## config.mk

```make
export PLATFORM = sky130hd
export DESIGN_NAME = stk_ram
export DESIGN_NICKNAME = d
export VERILOG_FILES = /design/src/sv/stk_ram.sv
export SDC_FILE = /design/constraint.sdc
export NUM_CORES = 1
export LEC_CHECK = 0
export ABC_AREA = 1
export BUFFER_PORTS_ARGS = -buffer_cell sky130_fd_sc_hd__buf_2
export CAP_MARGIN = 30
export CORE_UTILIZATION = 62
export DETAILED_ROUTE_END_ITERATION = 8
export PLACE_DENSITY = 0.83
export SYNTH_ARGS = -nofsm -noshare
export SYNTH_HDL_FRONTEND = slang
export SYNTH_SLANG_ARGS = --single-unit
```

## constraint.sdc

```tcl
create_clock -name i_clk -period 1.4 [get_ports i_clk]
set_input_delay 0.14 -clock i_clk [delete_from_list [all_inputs] [get_ports i_clk]]
set_output_delay 0.14 -clock i_clk [all_outputs]
set_load 0.005 [all_outputs]
```

## src/sv/stk_ram.sv

```systemverilog
// Generic single-write, registered-read RAM.
module stk_ram #(
    parameter int WIDTH = 10,
    parameter int DEPTH = 32
) (
    input  logic                     i_clk,
    input  logic                     i_we,
    input  logic [$clog2(DEPTH)-1:0] i_waddr,
    input  logic [WIDTH-1:0]         i_wdata,
    input  logic [$clog2(DEPTH)-1:0] i_raddr,
    output logic [WIDTH-1:0]         o_rdata
);
    logic [WIDTH-1:0] r_mem [DEPTH];
    logic [WIDTH-1:0] r_rdata;

    always_ff @(posedge i_clk) begin
        if (i_we) begin
            r_mem[i_waddr] <= i_wdata;
        end
        r_rdata <= r_mem[i_raddr];
    end

    assign o_rdata = r_rdata;
endmodule

```

==> Word level (Yosys, flattened, before mapping) <==
Memory sizes are Yosys's and may differ from the RTL's. A register that Yosys moved wholly into a read port is not among the register bits.
Index checks and enable logic that the tools add are counted.
{ "op_classes": {"addsub": 0, "multipliers": 0, "div": 0, "n_lt_le_gt_ge": 0, "n_eq_ne": 0, "shift": 0, "muxes": 2, "bitwise": 0, "reduce_logical": 0} }
{ "op_table": {"columns": ["op", "count"], "rows": [
  ["1-bit 2-to-1 mux", 2]
]} }
{ "word_totals": {"register_bits": 0, "latchBits": 0, "ramBits": 320, "mem_bits_ro": 0, "output_inout_bits": 10, "word_cells": 3, "n_memories": 1} }
{ "memory_table": {"columns": ["name", "words", "word_bits", "rd", "rd_clocked_by_memory_dff", "write_ports", "line", "text"], "rows": [
  ["r_mem", 32, 10, 1, 1, 1, "13", "logic [WIDTH-1:0] r_mem [DEPTH];"]
]} }

==> Logic depth before layout (Yosys ltp) <==
{ "depth": {"depth_word": 2, "depth_mapped": 12, "ltp_nobuf": 9} }

==> Worst setup path before layout <==
Ideal clock, no wire load.
{ "synth_path": {"kind": "input port to flip-flop", "startpoint": "input i_waddr[0]", "endpoint": "memory r_mem[0][0] (enable)", "setup_time_ps": 376, "arrival_ps": 886, "t_required_ps": 1024, "slack_ps": 137, "stages": 3, "n_path_buf": 0, "path_cell_list": "inv_1 nand3_1 nor2_1"} }
{ "synth_lines": {"columns": ["item", "line", "text"], "rows": [
  ["start, declared", "8", "input logic [$clog2(DEPTH)-1:0] i_waddr,"],
  ["end, declared", "13", null]
]} }
No word-level cell before the write port.

==> summary.md <==
| Metric | Value |
|---|---|
| Status | complete, no violations |
| Synth top area share | 72.1% |
| Unrepaired setup endpoints after global routing | no |
| Wirelength, routed | 32600 um |
| Die Area | 22100 um2 |
| Worst-Skew Late Latency | 0.58 ns |
| Leading cell types in the layout, fill and taps excluded | nand2_1 (450), edfxtp_1 (320), nand3_1 (252) |
| Synthesis-to-finish area growth | 15.0% |
| Post-CTS setup buffer count | 0 |
| Syn nets | 1162 |
| Die height | 149 um |
| Pins Over Slew Limit | 0 |
| CTS tree | yes |
| Period utilization | 90.0% |
| Max frequency | 0.793 GHz |
| Worst Path Arrival | 1.73 ns |
| Max transition margin | 52.3% |
| Worst hold slack | 0.0140 ns |
| Total gr overflow | 0 |
| Vias per inst | 6.16 |
| Num CTS Buffers | 31 |
| Leakage | 5.81 nW |
| Post-Syn Instances | 1140 |
| Syn Area/Cell | 11.7 um2 |
| Die Wd | 149 um |
| Share of cells above drive strength 1 | 12.4% |
| First-pass GRT wire length | 49400 um |
| Fin nets | 1238 |
| Final hold violations | 0 |
| Part of the Yosys area used for sequential elements | 73.6% |
| Multi-input logic area | 3070 um2 |
| WP data required | 1.87 ns |
| Post-Syn Area | 13300 um2 |
| Final Critical Period | 1.26 ns |
| Final setup fails | 0 |
| Power Density | 1390 nW/um2 |
| Fin worst setup slack | 0.139 ns |
| Max cap viols | 0 |
| Crit end category | flip-flop |
| Largest net degree at the start of global routing | 59 |
| FF+latch count, synth | 330 |
| Final Power | 21.3 mW |
| HPWL after DPL | 18900 um |
| H-tree depth | 1 |
| Initial DRC count | 1118 |
| Clk_skew | 0.0293 ns |
| Clk root buf | clkbuf_16 |
| Initial antenna violation count | 1 |
| Placer Congestion | 0.880 |
| Crit path launch type | flip-flop |
| Router iterations before antenna repair | 7 |
| Yosys cell types | 15 |
| Initial Utilization | 63.4% |
| Hold Path Class | in2reg |
| Post-cts sizing count | 0 |
| Tot GR Track Use | 30.4% |
| Core area | 21000 um2 |
| Vias | 9343 |
| Clock slew at reported path FFs | 0.07 ns |
| Final TNS setup | 0 ns |
| Number of I/O pins | 32 |
| Fillcell total | 1251 |
| Crit Path Class | reg2reg |
| Worst Path Max Fanout | 1 |
| Final cell utilization of the core | 72.9% |
| Hold buffer count at cts | 2 |
| Crit path from | r_mem[15][9]$_DFFE_PP_ |
| Yosys warns | 0 |
| Port bufs | 31 |
| Synth area leader | edfxtp_1 |
| Sink Count | 330 |
| Most common cell after layout, fill and taps aside | nand2_1 |
| Worst-Margin Slew | 0.715 ns |
| Pre-CTS setup slack | -0.196 ns |
| DR WL/cell | 21.5 um |
| FF-to-FF Start | r_mem[15][9]$_DFFE_PP_ |
| Max clock buf depth | 3 |
| Max VDD drop | 1090 uV |
| FF/Latch Area | 9810 um2 |
| Number of global-route vias before repair | 9189 |
| # rows | 53 |
| Top post-synthesis cells by area | edfxtp_1 (72%), nand2_1 (13%), nand3_1 (9.5%) |
| Post-detailed-route count of antenna-violating nets | 0 |
| HP Start | i_wdata[0] |
| # DRC | 0 |
==> layout make-up <==
cell class                 instances  share of cell area, %
sequential                       330                   64.0
multi-input combinational        734                   20.0
timing repair buffer             109                   6.43
clock buffer                      39                   5.26
tap                              275                   2.25
clock inverter                    18                   1.74
inverter                          10                  0.261
antenna                            1                 0.0163
==> report_power, final <==
group / internal, mW / switching [mW] / total (mW)
logic: 0.450 / 1.01 / 1.46
registers: 11.0 / 0.0399 / 11.0
clock network: 5.35 / 3.51 / 8.86
total: 16.8 / 4.57 / 21.3
==> layer usage <==
layer | wire, um | global-route usage (%) | vias to the layer above
li1 | - | - | 4112
met1 | 11600 | 39.3 | 4420
met2 | 16100 | 50.5 | 685
met3 | 3450 | 4.94 | 126
met4 | 1360 | 14.5 | 0
met5 | 0 | 0 | -
==> state kept, by name (all words and copies together), names as in the netlist <==
signal,cells
r_mem,320
o_rdata,10
==> Yosys cell counts <==
cell / count
nand3_1: 252
buf_1: 4
buf_12: 1
nor2_1: 32
dfxtp_1: 10
buf_2: 21
clkbuf_1: 18
buf_4: 12
edfxtp_1: 320
inv_2: 1
inv_4: 1
clkinv_1: 1
buf_6: 10
inv_1: 7
nand2_1: 450
==> metrics by stage <==
stage	cells	area (um2)
after global routing	1515	15300
after global placement	1456	14200
final	1516	15300
after CTS	1515	15300
after detailed placement	1456	14200
after floorplan	1140	13300
==> critical path, cell delays in order, from the launching register on <==
cell      delay [ns]
edfxtp_1        0.39
nand2_1         0.10
nand3_1         0.13
nand3_1         0.16
nand2_1         0.10
nand2_1         0.08
nand2_1         0.06
nand2_1         0.07
nand2_1         0.06
==> worst paths after layout <==
kind / endpoint / slack (ns) / cells past startpoint
worst min register to register: o_rdata[6]$_DFF_P_ / 0.77 / 8
worst max-delay path: o_rdata[9]$_DFF_P_ / 0.14 / 8
worst min-delay path: r_mem[15][0]$_DFFE_PP_ / 0.01 / 2
worst max register to register: o_rdata[9]$_DFF_P_ / 0.14 / 8
==> cell families after synthesis <==
group	Yosys count	share of synthesized area, %
buffers and inverters	76	3.38
flip-flops	330	73.6
AND/OR/NAND/NOR	734	23.0
No activity file was read; power rests on OpenSTA's default activity.
