**src/sv/stk_pkg.sv**
```systemverilog
// Shared types and constants of the spanning tree block.
package stk_pkg;

    localparam int VTX_BITS   = 5;
    localparam int SUM_BITS   = 21;
    localparam int VCNT_BITS  = 6;
    localparam logic [SUM_BITS-1:0] SUM_MAX = {SUM_BITS{1'b1}};
    localparam logic [VCNT_BITS-1:0] VCNT_RESET = 6'd32;

    localparam logic KIND_EDGE    = 1'b0;
    localparam logic KIND_SUMMARY = 1'b1;

    localparam logic REG_VERTEX_COUNT = 1'b0;

    typedef enum logic [2:0] {
        S_LOAD,
        S_PREP,
        S_FETCH,
        S_RDS,
        S_RDD,
        S_ERD,
        S_ETE,
        S_SUM
    } t_state;

    typedef struct packed {
        logic ins;
        logic pop;
        logic clr;
    } t_cell_ctl;

endpackage

```
**src/sv/stk_cell.sv**
```systemverilog
// One cell of the sorted edge chain: insert-shift toward the tail, pop toward the head.
module stk_cell
    import stk_pkg::*;
#(
    parameter int KW = 26
) (
    input  logic          i_clk,
    input  logic          i_rst_n,
    input  t_cell_ctl     i_ctl,
    input  logic [KW-1:0] i_new_key,
    input  logic [KW-1:0] i_prev_key,
    input  logic          i_prev_valid,
    input  logic          i_prev_lt,
    input  logic [KW-1:0] i_next_key,
    input  logic          i_next_valid,
    output logic [KW-1:0] o_key,
    output logic          o_valid,
    output logic          o_lt
);
    logic [KW-1:0] r_key;
    logic          r_valid;

    // empty cells act as +infinity so the chain stays sorted with holes at the tail
    assign o_lt = !r_valid || (i_new_key < r_key);

    always_ff @(posedge i_clk) begin
        if (!i_rst_n) begin
            r_valid <= 1'b0;
        end else if (i_ctl.clr) begin
            r_valid <= 1'b0;
        end else if (i_ctl.ins) begin
            if (i_prev_lt) begin
                r_valid <= i_prev_valid;
            end else if (o_lt) begin
                r_valid <= 1'b1;
            end
        end else if (i_ctl.pop) begin
            r_valid <= i_next_valid;
        end
    end

    always_ff @(posedge i_clk) begin
        if (i_ctl.ins) begin
            if (i_prev_lt) begin
                r_key <= i_prev_key;
            end else if (o_lt) begin
                r_key <= i_new_key;
            end
        end else if (i_ctl.pop) begin
            r_key <= i_next_key;
        end
    end

    assign o_key   = r_key;
    assign o_valid = r_valid;
endmodule

```
**config.mk**
```make
export PLATFORM = sky130hd
export DESIGN_NAME = stk_cell
export DESIGN_NICKNAME = d
export VERILOG_FILES = /design/src/sv/stk_pkg.sv /design/src/sv/stk_cell.sv
export SDC_FILE = /design/constraint.sdc
export NUM_CORES = 1
export LEC_CHECK = 0
export BUFFER_PORTS_ARGS = -buffer_cell sky130_fd_sc_hd__clkbuf_2
export CAP_MARGIN = 20
export CORE_AREA = 2 2 75 77
export DETAILED_ROUTE_END_ITERATION = 8
export DIE_AREA = 0 0 77 79
export GPL_ROUTABILITY_DRIVEN = 0
export GPL_TIMING_DRIVEN = 0
export PLACE_DENSITY = 0.75
export SYNTH_ARGS = -nofsm -noshare
export SYNTH_HDL_FRONTEND = slang
export SYNTH_SLANG_ARGS = --single-unit
export TNS_END_PERCENT = 20
```
**constraint.sdc**
```tcl
create_clock -name i_clk -period 2.87 [get_ports i_clk]
set_input_delay 0.1435 -clock i_clk [delete_from_list [all_inputs] [get_ports i_clk]]
set_output_delay 0.1435 -clock i_clk [all_outputs]
set_load 0.01 [all_outputs]
```
Word level (Yosys, flattened, before mapping) --
Cells that the tools add are included.
Storage, ports and cells: memory bits (read-only) 0, bits in writable memories 0, bits of input ports 86, memories 0, bits in latches 0, register bits after elaboration 27, output and inout bits 28, word-level logic and storage cells 18
Operators by class: divide/modulo/power cells 0, add/subtract/negate cells 0, equality and inequality tests 1, bitwise gates (word level) 1, shift operators 0, multiply operators 0, mux-type cells 8, reductions and logical operators 5, magnitude comparators 1
Operators by type and width (number):
- 26-bit 2-to-1 mux | 4
- 26-bit less-than comparator | 1
- 1-bit 2-to-1 mux | 4
- 3-bit by 1-bit != test with 1-bit output (second input constant) | 1
- 2-bit AND reduction | 1
- 2-bit nonzero test | 1
- 2-bit OR reduction | 1
- 1-bit logical NOT | 1
- 1-bit logical OR | 1
- 1-bit NOT | 1

Depth between registers and ports, before layout --
Gate-level depths: netlist of the first run.
depth in word-level cells 5, depth in mapped cells 8

Least setup slack after synthesis of the first run --
OpenSTA, ideal clock, no wires.
kind reg2reg, start reg r_key[11], in the netlist o_key[11], end reg r_key[0], in the netlist o_key[0] (enable), required time 2.476 ns, data arrival time 2.392 ns, cell stages (with the launch flop) 8, path slack 0.084 ns, setup time 0.394 ns, period minus slack after synthesis 2.786 ns, cell sequence edfxtp_1 inv_1 ha_1 a21o_1 a221o_1 a22oi_2 o211ai_2 a41oi_2
On the way: word-level cells in the longest chain between the ends 4
RTL lines:
- from (decl) | line stk_cell.sv:20 | logic [KW-1:0] r_key;
- from (signal assigned) | line stk_cell.sv:45 | r_key <= i_prev_key;
- from (signal assigned) | line stk_cell.sv:47 | r_key <= i_new_key;
- from (signal assigned) | line stk_cell.sv:50 | r_key <= i_next_key;
- 26-bit less-than comparator | line stk_cell.sv:24 | assign o_lt = !r_valid || (i_new_key < r_key);
- 1-bit logical OR | line stk_cell.sv:24
- 3-bit by 1-bit != test with 1-bit output (no line)
- 2-bit AND reduction (no line)
Every way passes these cells. A chain may end at the register's enable or synchronous reset.

Worst setup path after layout of the first run --
start reg r_key[25], in the netlist o_key[25], end reg r_key[14], in the netlist o_key[14] (enable)
The elaborated chain is that of the path after synthesis.

==> results of run 1 <==
==> cells in the final DEF, fill, tap and decap left out, drive strengths merged <==
cell	Yosys	layout
a211oi	4	4
a21o	3	3
a21oi	30	30
a221o	2	2
a22oi	1	1
a41oi	2	2
and2	2	2
and4	2	2
buf	4	7
clkbuf	5	120
dfxtp	1	1
edfxtp	26	26
ha	25	25
inv	26	26
mux2	1	1
mux2i	26	26
nand2	4	4
nand2b	1	1
nand3	3	3
nand4	3	3
nor2	29	29
nor3b	1	1
o211ai	1	1
o21ai	1	1
o22ai	1	1
o2bb2ai	1	1
==> final cells by class <==
type / instances / area share (%)
multi-input cells: 143 / 40.1
flip-flops and latches: 27 / 28.9
repair buffers: 114 / 21.2
inverters: 26 / 3.53
well taps: 72 / 3.26
clock buffers: 4 / 1.63
plain buffers: 9 / 1.36
==> through the flow <==
step / TNS [ns] / worst slack, ns / instances / util [%]
2_1_floorplan: 0 / 0.0841 / 205 / -
3_3_place_gp: -12.50 / -0.482 / 388 / 50.2
3_5_place_dp: 0 / 0.000910 / 389 / 50.7
4_1_cts: 0 / 0.0408 / 393 / 51.5
5_1_grt: 0 / 0.207 / 395 / 51.8
6_report: 0 / 0.342 / 395 / 51.8
==> worst min path at each step <==
stage | start | to | slack (ns) | cells past startpoint
finish | i_ctl[0] | o_valid | 0.02 | 2
global route | i_ctl[0] | o_valid | 0.01 | 2
CTS | i_ctl[0] | o_valid | 0.006 | 2
detailed placement | i_ctl[0] | o_valid | 0.31 | 2
global placement | i_ctl[0] | o_valid | 0.31 | 2
floorplan | i_ctl[0] | o_valid | 0.22 | 1
==> sequential cells by signal, summed over array words and instances, names as in the netlist <==
register and flops:
o_key 26, o_valid 1
==> critical path: cells and delay by family, from the launching register on <==
kind | cells | cell delay (ns)
compound gates | 4 | 0.95
buf+inv | 2 | 0.32
simple gates | 2 | 0.33
flops | 1 | 0.40
fa+ha+maj | 1 | 0.23
==> power by group <==
part	switching (mW)	internal, mW	leakage [nW]	total (mW)
combinational	0.173	0.159	1.19	0.332
clock	0.123	0.0995	0.0228	0.222
sequential	0.0191	0.477	0.267	0.497
==> per-layer routing <==
metal	GRT usage [%]	vias up	routed length (um)	part of all wire [%]
met3	2.61	2	280	5.3
li1	-	977	-	-
met2	32.7	62	2780	53
met5	0	-	0	0
met1	20.7	879	2210	42
met4	3.75	0	16	0.30
==> logic make-up (layout without fill, tap and decap cells) <==
logic type      count (synthesis)  after routing  synth area share [%]
flops                          27             27                  39.4
buf+inv                        35            153                  6.64
simple gates                   45             45                  10.4
mux                            27             27                  13.3
fa+ha+maj                      25             25                  15.4
compound gates                 46             46                  14.9
==> what timing repair did <==
item                       4_1_cts  5_1_grt
pin swaps                        1        1
setup endpoints to repair       14       14
gates cloned                     0        0
resized for setup                0        0
setup buffers                    0        2
hold buffers                     0        0
==> summary.md, run 1 <==
| Metric | Value |
|---|---|
| Outcome | `complete, no violations` |
| Fraction of registers with async set/reset | `0%` |
| Die W | `77 um` |
| DRC viols | `0` |
| Crit share post-route | `88.1%` |
| First-pass GRT wire length | `8410 um` |
| Drt wl/cell | `13.4 um` |
| Final hold vios | `0` |
| Longest Clk Path Bufs | `2` |
| Worst hold margin | `0.0153 ns` |
| Synth cell types | `30` |
| Die ar. | `6080 sq um` |
| Total core area | `5340 sq um` |
| R2R Path End | `o_key[14]` |
| Area leader, netlist | `edfxtp_1` |
| Clk slew on worst S/H paths | `0.10 ns` |
| Placed cell areas | `2710 sq um` |
| Mapped cell area | `2030 sq um` |
| Cell at the root of the clock tree | `clkbuf_8` |
| DR vias/cell | `4.86` |
| Synth top area share | `38.4%` |
| Share of cells above drive strength 1 | `39.6%` |
| Fmax | `396 MHz` |
| Register bit count reported by yosys | `27` |
| GRT Total Usage | `17.3%` |
| DR iter-0 viols | `29` |
| H-Tree Depth | `1` |
| Antenna Nets Post-Route | `0` |
| Crit path launch type | `flop` |
| Vias in the first global route | `1,845` |
| Top post-synthesis cells by count | `a21oi_1, nor2_1, edfxtp_1, inv_1, mux2i_1` |
| DR pass1 iterations | `4` |
| Critical Path, Cell by Cell | `inv_1 > ha_1 > and4_4 > nand4_1 > a21oi_1 > a211oi_1 > o211ai_2 > a41oi_4 > buf_4` |
| DP Wirelength | `4380 um` |
| RSZ-0062 raised after global routing | `false` |
| HP Class | `in2reg` |
| Peak supply drop | `0.163 mV` |
| Worst Setup EP | `o_key[14]` |
| Max incr delay on CP | `0.40 ns` |
| Die Ht | `79 um` |
| Clk_lat worst skew | `0.27 ns` |
| Area occupied by multi-input gates | `1110 sq um` |
| Leakage power | `1.48 nW` |
| Synthesized area per cell | `9.92 sq um` |
| Synth Net Count | `316` |
| Routed Wire Length | `5290 um` |
| Pins Over Slew Limit | `0` |
| Synthesized instance count | `205` |
| CP endpoint kind | `flop` |
| Row count | `27` |
| Initial core utilization | `38.1%` |
| Nets | `435` |
| Fillcell total | `531` |
| # port buffers | `111` |
| Antenna violations before repair | `0` |
| Post-route cell area | `2770 sq um` |
| Slew @ Worst Pin | `0.520 ns` |
| Critical path arrival | `2.51 ns` |
| Crit-path max FO | `11` |
| Yosys warning count | `0` |
| Grt total ovfl | `0` |
| First element of the critical path | `o_key[25]` |
| Main flop type after synthesis | `edfxtp_1` |
| # diodes | `0` |
| Most frequent cell after synthesis | `a21oi_1` |
| CP max stage cell | `edfxtp_1` |
| Ports | `114` |
| Crit path required time | `2.85 ns` |
| Total power | `1.05 mW` |
| Worst slew margin | `65.3%` |
| Max Cap Viol | `0` |
| Crit Path Class | `reg2reg` |
| Final Skew | `0.00635 ns` |
| Setup Viol. Count Final | `0` |
| EDFF count, synth | `26` |
| Total CTS buffers | `3` |
| FF-to-FF Start | `o_key[25]` |
| Pwr/cell area | `380 nW/um^2` |
| R2R depth | `9` |
| Min Tclk post-route | `2.53 ns` |
| DR vias | `1,920` |
| Synth top area cells | `edfxtp_1, ha_1, mux2i_1` |
| CTS tree | `yes` |
| Seq/Total Area, Yosys | `39.4%` |
| Layout area overhead | `36.0%` |
| Reg2reg setup slack | `0.34 ns` |
| Sink Count | `27` |
| Pin count of the biggest net entering global routing | `15` |
| Reg area | `801 sq um` |
No activity file was read; power rests on OpenSTA's default activity.
==> inputs of run 2 (changes only) <==
BUFFER_PORTS_ARGS = default   (was -buffer_cell sky130_fd_sc_hd__clkbuf_2)
CORE_AREA = 2 2 64 66   (was 2 2 75 77)
DIE_AREA = 0 0 66 68   (was 0 0 77 79)
DONT_BUFFER_PORTS = 1   (was default)
PLACE_DENSITY = 0.73   (was 0.75)
==> run 2 against run 1 <==
- sequential share of layout area up 7.2 points
- cell area down 20%
- clock power down 2%
- critical endpoint is now o_key[7]
==> summary.md, run 2 (synthesized netlist as in run 1, its figures left out) <==
| Metric | Value |
|---|---|
| Fmax | `404 MHz` |
| Row count | `23` |
| Layout area overhead | `8.79%` |
| Initial core utilization | `52.8%` |
| Hold Path Cell Cnt | `1` |
| Peak supply drop | `0.249 mV` |
| # diodes | `0` |
| Slew @ Worst Pin | `0.518 ns` |
| Crit-path max FO | `5` |
| Drt wl/cell | `16.6 um` |
| Clk slew on worst S/H paths | `0.10 ns` |
| Worst Hold Endpoint | `o_valid` |
| Non-Filler Instances | `264` |
| Met2 usage | `33.8%` |
| Total core area | `3860 sq um` |
| Fillcell total | `353` |
| Reg area | `801 sq um` |
| GRT Total Usage | `19.2%` |
| Hold Startpoint | `i_rst_n` |
| CP endpoint kind | `flop` |
| Outcome | `complete, no violations` |
| Clk_lat worst skew | `0.27 ns` |
| Crit share post-route | `86.3%` |
| Most common cell after layout, fill and taps aside | `a21oi_1` |
| Antenna violations before repair | `0` |
| Reg2reg setup slack | `0.39 ns` |
| Ports | `114` |
| Final Core Density | `57.4%` |
| Worst slew margin | `65.5%` |
| Share of cells above drive strength 1 | `8.41%` |
| DR vias/cell | `5.73` |
| Grt total ovfl | `0` |
| CTS resizes | `0` |
| Crit path launch type | `flop` |
| Crit Path Class | `reg2reg` |
| DR iter-0 viols | `42` |
| Critical path arrival | `2.47 ns` |
| Area occupied by multi-input gates | `1110 sq um` |
| Sink Count | `27` |
| Max Cap Viol | `0` |
| FF-to-FF Start | `o_key[24]` |
| Nets | `326` |
| R2R depth | `9` |
| DP Wirelength | `3540 um` |
| CTS tree | `yes` |
| R2R Path End | `o_key[7]` |
| # port buffers | `0` |
| Pwr/cell area | `432 nW/um^2` |
| Pins Over Slew Limit | `0` |
| Routed Wire Length | `4390 um` |
| Leakage power | `1.03 nW` |
| DR pass1 iterations | `4` |
| HP Class | `in2reg` |
| First-pass GRT wire length | `6430 um` |
| Placed cell areas | `2140 sq um` |
| Final Skew | `0.00545 ns` |
| Gr busiest metal | `met2` |
| Post-route cell area | `2210 sq um` |
| Die ar. | `4490 sq um` |
| TNS Setup | `0 ns` |
| Crit path required time | `2.87 ns` |
| Total CTS buffers | `3` |
| Die W | `66 um` |
| Antenna Nets Post-Route | `0` |
| GRT met1 Usage | `22.8%` |
| Min Tclk post-route | `2.48 ns` |
| Final hold vios | `0` |
| Critical Path, Cell by Cell | `inv_1 > ha_1 > and4_4 > nand4_1 > a21oi_1 > a211oi_1 > o211ai_2 > a41oi_4 > buf_4` |
| Cell at the root of the clock tree | `clkbuf_8` |
| Commonest cells after routing, fill and taps aside | `a21oi_1, nor2_1, inv_1, mux2i_1, edfxtp_1` |
| DR vias | `1,513` |
| Family with the most delay on the worst path | `compound AO/OA/AOI/OAI gates` |
| Total power | `956 uW` |
| Pin count of the biggest net entering global routing | `15` |
| H-Tree Depth | `1` |
| Die Ht | `68 um` |
| Met3 GRT Util | `5.26%` |
| CP Buf/Inv Count | `2` |
| DRC viols | `0` |
| Max incr delay on CP | `0.45 ns` |
| Setup Viol. Count Final | `0` |
| Placed insts | `256` |
| Largest register FFs | `26` |
| Vias in the first global route | `1,424` |
| CP max stage cell | `edfxtp_1` |
| RSZ-0062 raised after global routing | `false` |
| Longest Clk Path Bufs | `2` |
## run 2: cell types whose count changed in the layout (fill, tap and decap cells not counted), sizes merged
cell,previous run,this run
clkbuf,120,9
buf,7,8
dlygate4sd3,0,1
## run 2: worst max path at each step
stage / slack (ns) / endpoint / startpoint / cells after the start
floorplan: 0.08 / o_key[0] / o_key[11] / 7
global placement: -0.50 / o_key[9] / o_key[24] / 8
detailed placement: 0.05 / o_key[10] / o_key[24] / 9
CTS: 0.03 / o_key[4] / o_key[24] / 9
global route: 0.22 / o_key[12] / o_key[24] / 9
finish: 0.39 / o_key[7] / o_key[24] / 9
## run 2: area by class of cell
type / instances / share of cell area, %
Timing Repair Buffer: 5 / 2.71
Buffer: 9 / 1.70
Inverter: 26 / 4.41
Sequential cell: 27 / 36.2
Tap cell: 50 / 2.83
Multi-Input combinational cell: 143 / 50.1
Clock buffer: 4 / 2.04
## run 2: worst register-to-register path, delay by kind of cell (launching register included)
family	cells	cell delay, ns
adders and majority gates	1	0.25
AOI/OAI and AO/OA	4	0.88
DFF	1	0.45
buffers and inverters	2	0.31
and+or+nand+nor	2	0.31
## run 2: metal layers
layer,up-vias,wire [um],part of all wire (%)
met1,672,1780,41
met5,-,0,0
met4,0,25,0.57
met3,2,488,11
met2,79,2090,48
li1,760,-,-
## run 2: power breakdown
group,internal [mW],switching [mW],leakage [nW]
Clock,0.0995,0.119,0.0228
Combinational,0.101,0.116,0.742
Sequential,0.479,0.0416,0.267
## run 2: stage by stage
stage	worst slack [ns]	hold slack [ns]
detailed placement	0.0454	0.227
finish	0.394	0.0324
global placement	-0.498	0.225
floorplan	0.0841	0.219
CTS	0.0292	0.0252
global route	0.222	0.0117
## run 2: timing repair
item	in CTS	in global routing
endpoints found under the hold margin	1	0
buffers inserted	0	3
endpoints found under the setup margin	0	14
hold buffers	1	0
