`config.mk`:
```
export PLATFORM = sky130hd
export DESIGN_NAME = stk_forest
export DESIGN_NICKNAME = d
export VERILOG_FILES = /design/src/sv/stk_forest.sv
export SDC_FILE = /design/constraint.sdc
export NUM_CORES = 1
export LEC_CHECK = 0
export BUFFER_PORTS_ARGS = -buffer_cell sky130_fd_sc_hd__buf_4
export CORE_UTILIZATION = 40
export DETAILED_ROUTE_END_ITERATION = 8
export PLACE_DENSITY = 0.62
export SLEW_MARGIN = 15
export SYNTH_ARGS = -nofsm -noshare
export SYNTH_HDL_FRONTEND = slang
export SYNTH_SLANG_ARGS = --single-unit
```
`constraint.sdc`:
```
create_clock -name i_clk -period 3.4 [get_ports i_clk]
set_clock_uncertainty 0.1 [all_clocks]
set_input_delay 0.68 -clock i_clk [delete_from_list [all_inputs] [get_ports i_clk]]
set_output_delay 0.68 -clock i_clk [all_outputs]
set_load 0.01 [all_outputs]
```
`src/sv/stk_forest.sv`:
```
// Row of vertex cells holding the component label of each vertex.
module stk_forest #(
    parameter int MAX_VERTICES = 32
) (
    input  logic                            i_clk,
    input  logic                            i_init,
    input  logic                            i_join,
    input  logic [$clog2(MAX_VERTICES)-1:0] i_from,
    input  logic [$clog2(MAX_VERTICES)-1:0] i_to,
    input  logic [$clog2(MAX_VERTICES)-1:0] i_raddr,
    output logic [$clog2(MAX_VERTICES)-1:0] o_rlabel
);
    localparam int VW = $clog2(MAX_VERTICES);

    logic [VW-1:0] r_label [MAX_VERTICES];

    for (genvar v = 0; v < MAX_VERTICES; v++) begin : g_vtx
        always_ff @(posedge i_clk) begin
            if (i_init) begin
                r_label[v] <= VW'(v);
            end else if (i_join && r_label[v] == i_from) begin
                r_label[v] <= i_to;
            end
        end
    end

    assign o_rlabel = r_label[i_raddr];
endmodule

```
* Word level (Yosys, flattened, before mapping)
Memories as Yosys holds them, arrays and structs flattened.
Index checks and enable logic that the tools add are counted.
** Cells by class
- Equality and inequality tests :: 32
- Bitwise logic cells :: 32
- Multiplexer cells :: 130
- Reductions and logical operators :: 32
** Operators by type and width (count)
- == test 5 bit :: 32
- 2-to-1 mux 5 bit :: 32
- 2-to-1 mux 1 bit :: 98
- logical AND 1 bit :: 32
- OR 1 bit :: 32
** Storage, ports and cells
- Bits of input ports :: 18
- Output and inout bits :: 5
- Word-level logic and storage cells :: 227
- Memories kept :: 1
- Bits in writable memories :: 160
- Register bits :: 0
** Memory list
- r_label :: depth 32, bits a word 5, read ports 33, clocked after Yosys merged registers in 0, write ports 32, RTL line 15 : logic [VW-1:0] r_label [MAX_VERTICES];

* Logic depth before layout (Yosys ltp)
Gate-level depths: netlist of run 1.
- Depth in word-level cells :: 6
- Mapped depth :: 6
- Gate-level depth less buffers :: 3

* Worst setup path before layout of run 1
OpenSTA, ideal clock, no wires.
- Path kind :: input -> output
- From :: in i_raddr[2]
- To :: out o_rlabel[0]
- Data required time :: 2.620 ns
- Path slack :: 0.326 ns
- Arrival :: 2.294 ns
- Path buffers :: 2
- Stages on the path :: 5
- Cells stage by stage :: clkbuf_1 -> buf_2 -> mux4_2 -> mux4_2 -> mux2_2
** On the way
- Cells in the longest elaborated chain, start to end :: 1
** RTL lines
- from (decl) :: RTL line 10 : input logic [$clog2(MAX_VERTICES)-1:0] i_raddr,
- memory (32 x 5 bit)
- to (decl) :: RTL line 11 : output logic [$clog2(MAX_VERTICES)-1:0] o_rlabel
Every way passes these cells.

* Final worst setup path of run 1
- From :: in i_raddr[1]
- To :: out o_rlabel[3]
Same word-level chain as after synthesis.

==> results.py, run 1 <==
metrics = {
    "cts": {
        "post-cts-setup-buffers": 0,
        "clk_latency_ns": 0.43,
        "cts_resized": 0,
        "cts_buffers": 17,
        "cts-root-buf": "clkbuf_16",
        "cts_tree": "done",
        "htreeDepth": 4,
        "cts.sinks": 160,
        "cts.path.max_buffers": 2,
        "cts.reportedPaths.clkPinSlew_ns": 0.06,
        "postCtsHoldBufs": 0,
    },
    "floorplan": {
        "rows": 55,
        "dieArea_sq_um": 23980,
        "io_pins": 23,
        "coreArea_sq_um": 22780,
        "die_w_um": 154.8,
        "die_h_um": 154.8,
        "initial_utilization": 0.4102,
    },
    "critical_path": {
        "crit_arrival_ns": 2.56,
        "cp-start-kind": "primary input",
        "end_kind": "output port",
        "critPathMaxFanout": 7,
        "path_class": "in -> out",
        "reg2reg_depth": 3,
        "required_ns": 2.62,
    },
    "pwr": {
        "cellLeakagePower_uw": 0.002946,
        "ir_worst_vdd_uv": 409.0,
        "total_power_uw": 4902,
        "powerDensity_nw_per_um2": 467.8,
    },
    "worst_hold_path": {
        "hold_depth": 2,
        "worstHoldPathType": "in -> reg",
    },
    "placed_design": {
        "pre_cts_slack_ns": 0.05669,
        "dpl.hpwl_mm": 17.58,
        "port_buffers": 22,
        "post_dp_cell_area_sq_um": 9857,
        "dp.cells": 996,
        "gp_congestion": 0.9062,
    },
    "run": {
        "maxCapViolations": 0,
    },
    "final_layout": {
        "final_nets": 720,
        "largest_reg_flops": 160,
        "area_growth_pct": 12.15,
        "top_regs": "r_label: 160 flops",
        "fin_cells": 1028,
        "diodes": 0,
        "regMostFlops": "r_label",
        "layout-drive-gt1-share": 0.2070,
        "fill_cells": 2009,
        "fin_area_sq_um": 10480,
    },
    "grt": {
        "track_usage": 0.2305,
        "grt_pass1_vias": 6359,
        "grt_overflow": 0,
        "use_met1": 0.2966,
        "grt-busiest-layer": "met2",
        "met2_usage": 0.3919,
        "grt_pass1_wl_mm": 39.92,
        "grt_max_degree": 56,
        "antenna_found_initial": 0,
        "use_met3": 0.03867,
    },
    "routing": {
        "wirelength_mm": 26.66,
        "drc_errors": 0,
        "num_vias": 6506,
        "ant_nets": 0,
        "first_iter_violations": 714,
        "dr.pass1.iters": 5,
        "routedWlPerCell_um": 25.94,
        "vias_per_cell": 6.329,
    },
    "timing": {
        "setup_viol": 0,
        "finalHoldViolCount": 0,
        "hold_slack_ns": 0.5860,
        "min_period_ns": 3.340,
        "slew_violations": 0,
        "worst_pin_slew_ns": 0.8669,
        "min_period_over_period": 0.9824,
        "slew_headroom": 0.4171,
        "fmax_mhz": 299.4,
        "fin_ws_ns": 0.05971,
    },
    "synth": {
        "synthCells": 708,
        "synth.distinct_cells": 21,
        "post_synth_instance_area_sq_um": 9344,
        "syn_avg_cell_area_sq_um": 13.20,
        "synth_warnings": 0,
        "synth_seq_area_share": 0.5142,
        "ys_seq_elements": 160,
        "synth_fp_nets": 726,
    },
    "run_status": {
        "status": "finished clean",
    },
}
layout by cell type (no fill, tap or decap), drive strengths merged, types with 18 or more instances in the layout:
| master | n |
|---|---|
| buf | 43 |
| and4 | 25 |
| mux4 | 50 |
| nand4 | 55 |
| or4 | 25 |
| xor2 | 80 |
| nor4 | 55 |
| xnor2 | 80 |
| clkbuf | 18 |
| edfxtp | 160 |
metal layers:
metal  routed length (um)  share of wire
met1                10910           0.41
met2                13420           0.50
met3                 1682          0.063
met4                  659          0.025
met5                    0              0
final timing paths:
check,start,to,slack [ns]
hold / removal,i_to[3],r_label[10][3],0.59
hold reg to reg,r_label[14][3],r_label[14][3],0.72
setup / recovery,i_raddr[1],o_rlabel[3],0.06
setup reg to reg,r_label[6][1],r_label[6][1],1.35
report_power, final:
group | internal, uW | leakage, uW | switching, uW | total [uW]
Combinational | 225 | 0.00127 | 382 | 607
Sequential | 2220 | 0.00138 | 45.0 | 2260
Clock | 1230 | 0.000298 | 806 | 2030
cells in the mapped netlist:
cell type,instances,area share
mux4_2,50,0.12
nor3_1,16,0.0086
nor2_1,17,0.0068
o31ai_1,16,0.013
xnor2_1,80,0.075
a31o_2,16,0.015
nand4_1,55,0.037
edfxtp_1,160,0.51
nand2_1,17,0.0068
xor2_1,80,0.075
nor4_1,55,0.037
nand3_1,16,0.0086
inv_2,2,0.00080
or4_1,25,0.020
buf_4,4,0.0032
buf_1,6,0.0024
mux2_2,5,0.0060
inv_1,5,0.0020
and4_1,25,0.023
clkbuf_1,45,0.018
buf_2,13,0.0070
per-stage QoR:
step,utilization,TNS [ns]
6_report,0.4600,0
5_1_grt,0.4600,-0.0002347
3_5_place_dp,0.4327,0
4_1_cts,0.4599,0
3_3_place_gp,0.4327,0
2_1_floorplan,-,0
cell families after synthesis:
logic type      share of synthesized area
xor+xnor                           0.1500
compound gates                    0.02785
buf+inv                           0.03348
flops                              0.5142
mux                                0.1265
simple gates                       0.1480
cell type report:
| type | count | area (sq um) | area share |
|---|---|---|---|
| clock inverter | 14 | 188.9 | 0.01803 |
| timing repair buffer | 43 | 401.6 | 0.03833 |
| sequential | 160 | 4805 | 0.4585 |
| multi-input combinational | 473 | 4237 | 0.4043 |
| tap | 313 | 391.6 | 0.03737 |
| inverter | 7 | 26.28 | 0.002507 |
| clock buffer | 18 | 429.2 | 0.04096 |
worst max-delay path: stages:
cell,delay (ns)
buf_4,0.19
buf_4,0.20
mux4_2,0.51
mux4_2,0.52
mux2_2,0.30
buf_4,0.15
No activity file was read; power rests on OpenSTA's default activity.
==> inputs of run 2 (changes only) <==
--- a/config.mk
+++ b/config.mk
@@ -6,9 +6,11 @@
 export NUM_CORES = 1
 export LEC_CHECK = 0
 export BUFFER_PORTS_ARGS = -buffer_cell sky130_fd_sc_hd__buf_4
+export CELL_PAD_IN_SITES_DETAIL_PLACEMENT = 1
+export CELL_PAD_IN_SITES_GLOBAL_PLACEMENT = 1
 export CORE_UTILIZATION = 40
 export DETAILED_ROUTE_END_ITERATION = 8
-export PLACE_DENSITY = 0.62
+export PLACE_DENSITY = 0.71
 export SLEW_MARGIN = 15
 export SYNTH_ARGS = -nofsm -noshare
 export SYNTH_HDL_FRONTEND = slang
==> run 2 against run 1 <==
Critical path depth unchanged. Die area unchanged. Hold slack improved by 0.016 ns. Non-clock buffer count unchanged. Worst setup slack better by 0.025 ns. Sequential power is essentially flat. Register-to-register slack worse by 0.05 ns.
==> results.py, run 2 (synthesis results as in run 1) <==
metrics = {
    "floorplan": {
        "coreArea_sq_um": 22780,
        "initial_utilization": 0.4102,
        "dieArea_sq_um": 23980,
        "rows": 55,
        "die_w_um": 154.8,
        "io_pins": 23,
        "die_h_um": 154.8,
    },
    "timing": {
        "setup_viol": 0,
        "worst_pin_slew_ns": 0.8310,
        "finalHoldViolCount": 0,
        "setup-tns-final_ns": 0,
        "min_period_ns": 3.315,
        "rsz0062_at_grt": "false",
        "slew_headroom": 0.4413,
        "fmax_mhz": 301.7,
        "slew_violations": 0,
        "min_period_over_period": 0.9750,
    },
    "critical_path": {
        "crit_arrival_ns": 2.54,
        "required_ns": 2.62,
        "max_stage_delay_ns": 0.54,
        "worst-path-buf-inv": 3,
        "path_delay_family": "multiplexers",
        "cp_cell_sequence": "buf_4 -> buf_12 -> mux4_2 -> mux4_2 -> mux2_2 -> buf_4",
        "cp-start-kind": "primary input",
        "critPathMaxFanout": 19,
        "end_kind": "output port",
        "path_class": "in -> out",
        "cp_slowest_cell": "mux4_2",
    },
    "routing": {
        "vias_per_cell": 6.589,
        "first_iter_violations": 828,
        "dr.pass1.iters": 5,
        "drc_errors": 0,
        "routedWlPerCell_um": 29.27,
        "wirelength_mm": 30.09,
        "ant_nets": 0,
        "num_vias": 6773,
    },
    "run_status": {
        "status": "finished clean",
    },
    "grt": {
        "grt_pass1_vias": 6804,
        "track_usage": 0.2617,
        "grt_overflow": 0,
        "grt_pass1_wl_mm": 44.91,
        "grt_max_degree": 51,
        "antenna_found_initial": 2,
    },
    "pwr": {
        "seqPwrFrac": 0.459,
        "total_power_uw": 4946,
        "powerDensity_nw_per_um2": 471.0,
        "ir_worst_vdd_uv": 263.0,
        "p_sw_frac": 0.2580,
        "comb_power_share": 0.126,
        "power.switching_uw": 1276,
        "power.internal_uw": 3670,
        "cellLeakagePower_uw": 0.002939,
        "power.share.clock": 0.415,
    },
    "cts": {
        "cts_buffers": 17,
        "postCtsHoldBufs": 0,
        "cts.reportedPaths.clkPinSlew_ns": 0.06,
        "htreeDepth": 4,
        "cts.sinks": 160,
        "cts.path.max_buffers": 2,
        "cts_resized": 0,
        "cts-root-buf": "clkbuf_16",
        "post-cts-setup-buffers": 0,
        "cts_tree": "done",
        "clk_latency_ns": 0.43,
    },
    "final_layout": {
        "largest_reg_flops": 160,
        "area_growth_pct": 12.39,
        "fin_area_sq_um": 10500,
        "fill_cells": 2277,
        "seq_area_sq_um": 4805,
        "final_common_cell": "edfxtp_1",
        "regMostFlops": "r_label",
        "multi_input_area_sq_um": 4237,
        "top_regs": "r_label: 160 flops",
        "final_nets": 720,
        "layout-drive-gt1-share": 0.2059,
        "final_cell_mix": "edfxtp_1, xnor2_1, xor2_1, nor4_1, nand4_1",
    },
    "worst_hold_path": {
        "worstHoldPathType": "in -> reg",
    },
    "placed_design": {
        "gp_congestion": 0.8751,
        "dpl.hpwl_mm": 20.36,
        "port_buffers": 22,
        "post_dp_cell_area_sq_um": 9882,
    },
    "run": {
        "maxCapViolations": 0,
    },
}
[run 2: cell count changes in the layout (fill, tap and decap cells not counted), sizes merged]
cell,change
clkinv,-3
clkinvlp,+3
diode,+1
inv,-1
[run 2: cell type report]
cell class / count / area share
repair buffers: 43 / 0.04027
well taps: 313 / 0.03729
clock inverters: 13 / 0.01787
flip-flops and latches: 160 / 0.4575
multi-input cells: 473 / 0.4034
clock buffers: 18 / 0.04087
diodes: 1 / 0.0002383
inverters: 7 / 0.002502
[run 2: metrics by stage]
stage	instances	hold slack, ns	util	setup slack (ns)
2_1_floorplan	708	0.6362	-	0.3261
3_5_place_dp	996	0.7027	0.4338	0.09486
6_report	1028	0.6015	0.4610	0.08498
4_1_cts	1027	0.5949	0.4609	0.08985
3_3_place_gp	996	0.6930	0.4338	0.1291
5_1_grt	1027	0.5878	0.4609	0.05696
[run 2: power by group through the flow]
| stage | Combinational (uW) | Sequential (uW) | Clock [uW] |
|---|---|---|---|
| after CTS | 620 | 2270 | 2060 |
| after detailed placement | 612 | 2310 | 0 |
| after global routing | 664 | 2270 | 2110 |
| final | 625 | 2270 | 2050 |
| after floorplan | 422 | 2280 | 0 |
| after global placement | 583 | 2310 | 0 |
[run 2: final timing paths]
path                  startpoint             end  slack [ns]  cells after the start
setup reg to reg  r_label[12][1]  r_label[12][0]        1.30                      3
setup / recovery      i_raddr[1]     o_rlabel[2]        0.08                      6
hold reg to reg    r_label[7][0]   r_label[7][1]        0.75                      3
hold / removal           i_to[3]  r_label[12][3]        0.60                      2
[run 2: routing by layer]
layer | global-route usage | part of all wire
met1 | 0.3538 | 0.40
met2 | 0.4230 | 0.48
met3 | 0.05099 | 0.096
met4 | 0.08722 | 0.025
met5 | 0 | 0
==> inputs of run 3 (changes only) <==
--- a/config.mk
+++ b/config.mk
@@ -8,6 +8,7 @@
 export BUFFER_PORTS_ARGS = -buffer_cell sky130_fd_sc_hd__buf_4
 export CELL_PAD_IN_SITES_DETAIL_PLACEMENT = 1
 export CELL_PAD_IN_SITES_GLOBAL_PLACEMENT = 1
+export CORE_MARGIN = 5
 export CORE_UTILIZATION = 40
 export DETAILED_ROUTE_END_ITERATION = 8
 export PLACE_DENSITY = 0.71
==> run 3 against run 2 <==
Via count shrank 2.3%. Die area up 11%. Wire length fell by 3.3%. Worst setup slack gained 0.036 ns. Fmax up 1.1%.
==> results.py, run 3 (synthesis results as in run 1) <==
metrics = {
    "run_status": {
        "status": "finished clean",
    },
    "floorplan": {
        "dieArea_sq_um": 26520,
        "coreArea_sq_um": 23260,
        "rows": 56,
        "die_h_um": 162.8,
        "die_w_um": 162.8,
        "initial_utilization": 0.4017,
        "io_pins": 23,
    },
    "timing": {
        "setup_viol": 0,
        "worst_pin_slew_ns": 0.8307,
        "fmax_mhz": 304.9,
        "min_period_over_period": 0.9645,
        "setup-tns-final_ns": 0,
        "slew_headroom": 0.4414,
        "rsz0062_at_grt": "false",
        "fin_ws_ns": 0.1206,
        "min_period_ns": 3.279,
        "slew_violations": 0,
        "finalHoldViolCount": 0,
    },
    "grt": {
        "grt_pass1_vias": 6957,
        "grt_max_degree": 81,
        "track_usage": 0.2241,
        "grt_overflow": 0,
        "grt_pass1_wl_mm": 43.79,
        "antenna_found_initial": 1,
    },
    "pwr": {
        "seqPwrFrac": 0.466,
        "p_sw_frac": 0.2697,
        "cellLeakagePower_uw": 0.002942,
        "powerDensity_nw_per_um2": 464.1,
        "total_power_uw": 4852,
        "ir_worst_vdd_uv": 267.3,
        "comb_power_share": 0.127,
        "power.internal_uw": 3544,
        "power.switching_uw": 1308,
        "power.share.clock": 0.407,
    },
    "routing": {
        "vias_per_cell": 6.375,
        "dr.pass1.iters": 5,
        "routedWlPerCell_um": 28.04,
        "first_iter_violations": 626,
        "drc_errors": 0,
        "ant_nets": 0,
        "num_vias": 6617,
        "wirelength_mm": 29.10,
    },
    "cts": {
        "clk_latency_ns": 0.44,
        "post-cts-setup-buffers": 0,
        "cts.path.max_buffers": 2,
        "cts_tree": "done",
        "htreeDepth": 4,
        "cts.reportedPaths.clkPinSlew_ns": 0.07,
        "cts-root-buf": "clkbuf_16",
        "postCtsHoldBufs": 0,
        "cts.sinks": 160,
        "cts_resized": 0,
        "cts_buffers": 17,
    },
    "critical_path": {
        "end_kind": "output port",
        "critPathMaxFanout": 15,
        "cp_cell_sequence": "buf_4 -> buf_12 -> mux4_2 -> mux4_2 -> mux2_2 -> buf_4",
        "path_class": "in -> out",
        "cp_slowest_cell": "mux4_2",
        "crit_arrival_ns": 2.50,
        "cp-start-kind": "primary input",
        "required_ns": 2.62,
        "max_stage_delay_ns": 0.52,
    },
    "final_layout": {
        "regMostFlops": "r_label",
        "final_cell_mix": "edfxtp_1, xnor2_1, xor2_1, nor4_1, nand4_1",
        "final_common_cell": "edfxtp_1",
        "area_growth_pct": 11.89,
        "final_nets": 724,
        "top_regs": "r_label: 160 flops",
        "largest_reg_flops": 160,
        "diodes": 0,
        "layout-drive-gt1-share": 0.2142,
        "fin_area_sq_um": 10460,
    },
    "run": {
        "maxCapViolations": 0,
    },
    "placed_design": {
        "port_buffers": 22,
        "dpl.hpwl_mm": 19.18,
        "post_dp_cell_area_sq_um": 9857,
        "gp_congestion": 0.8348,
        "pre_cts_slack_ns": 0.1206,
    },
    "worst_hold_path": {
        "worstHoldPathType": "in -> reg",
    },
}
[run 3: path summary, 6_finish.rpt]
| check | to | slack [ns] | cells past startpoint | startpoint |
|---|---|---|---|---|
| hold reg to reg | r_label[7][2] | 0.74 | 3 | r_label[7][0] |
| setup reg to reg | r_label[6][0] | 1.36 | 3 | r_label[6][4] |
| hold / removal | r_label[24][3] | 0.57 | 2 | i_to[3] |
| setup / recovery | o_rlabel[4] | 0.12 | 6 | i_raddr[1] |
[run 3: layer usage]
layer / wire [um] / global-route usage / vias up
li1: - / - / 2826
met1: 11580 / 0.2813 / 3441
met2: 14470 / 0.3774 / 278
met3: 1935 / 0.04353 / 72
met4: 1117 / 0.09950 / 0
met5: 0 / 0 / -
[run 3: final cells by class]
cell class                 instances  area [sq um]
fill                            2370         12810
sequential                       160          4805
multi-input combinational        473          4237
clock buffer                      17         425.4
tap                              319         399.1
timing repair buffer              47         390.4
clock inverter                    15         172.7
inverter                           7         26.28
[run 3: power by group through the flow]
stage               sequential [uW]  combinational, uW  clock (uW)
floorplan                      2280                422           0
detailed placement             2300                608           0
global placement               2300                581           0
CTS                            2260                611        1980
finish                         2260                616        1970
global route                   2260                656        2090
[run 3: through the flow]
stage	cells	hold WS, ns	utilization
detailed placement	1006	0.7108	0.4237
CTS	1038	0.5659	0.4494
finish	1038	0.5683	0.4494
global placement	1006	0.6859	0.4237
floorplan	708	0.6362	-
global route	1038	0.5811	0.4494
[run 3: critical path, delay by kind of cell]
family | cells | cell delay, ns
mux | 3 | 1.35
buf+inv | 3 | 0.46
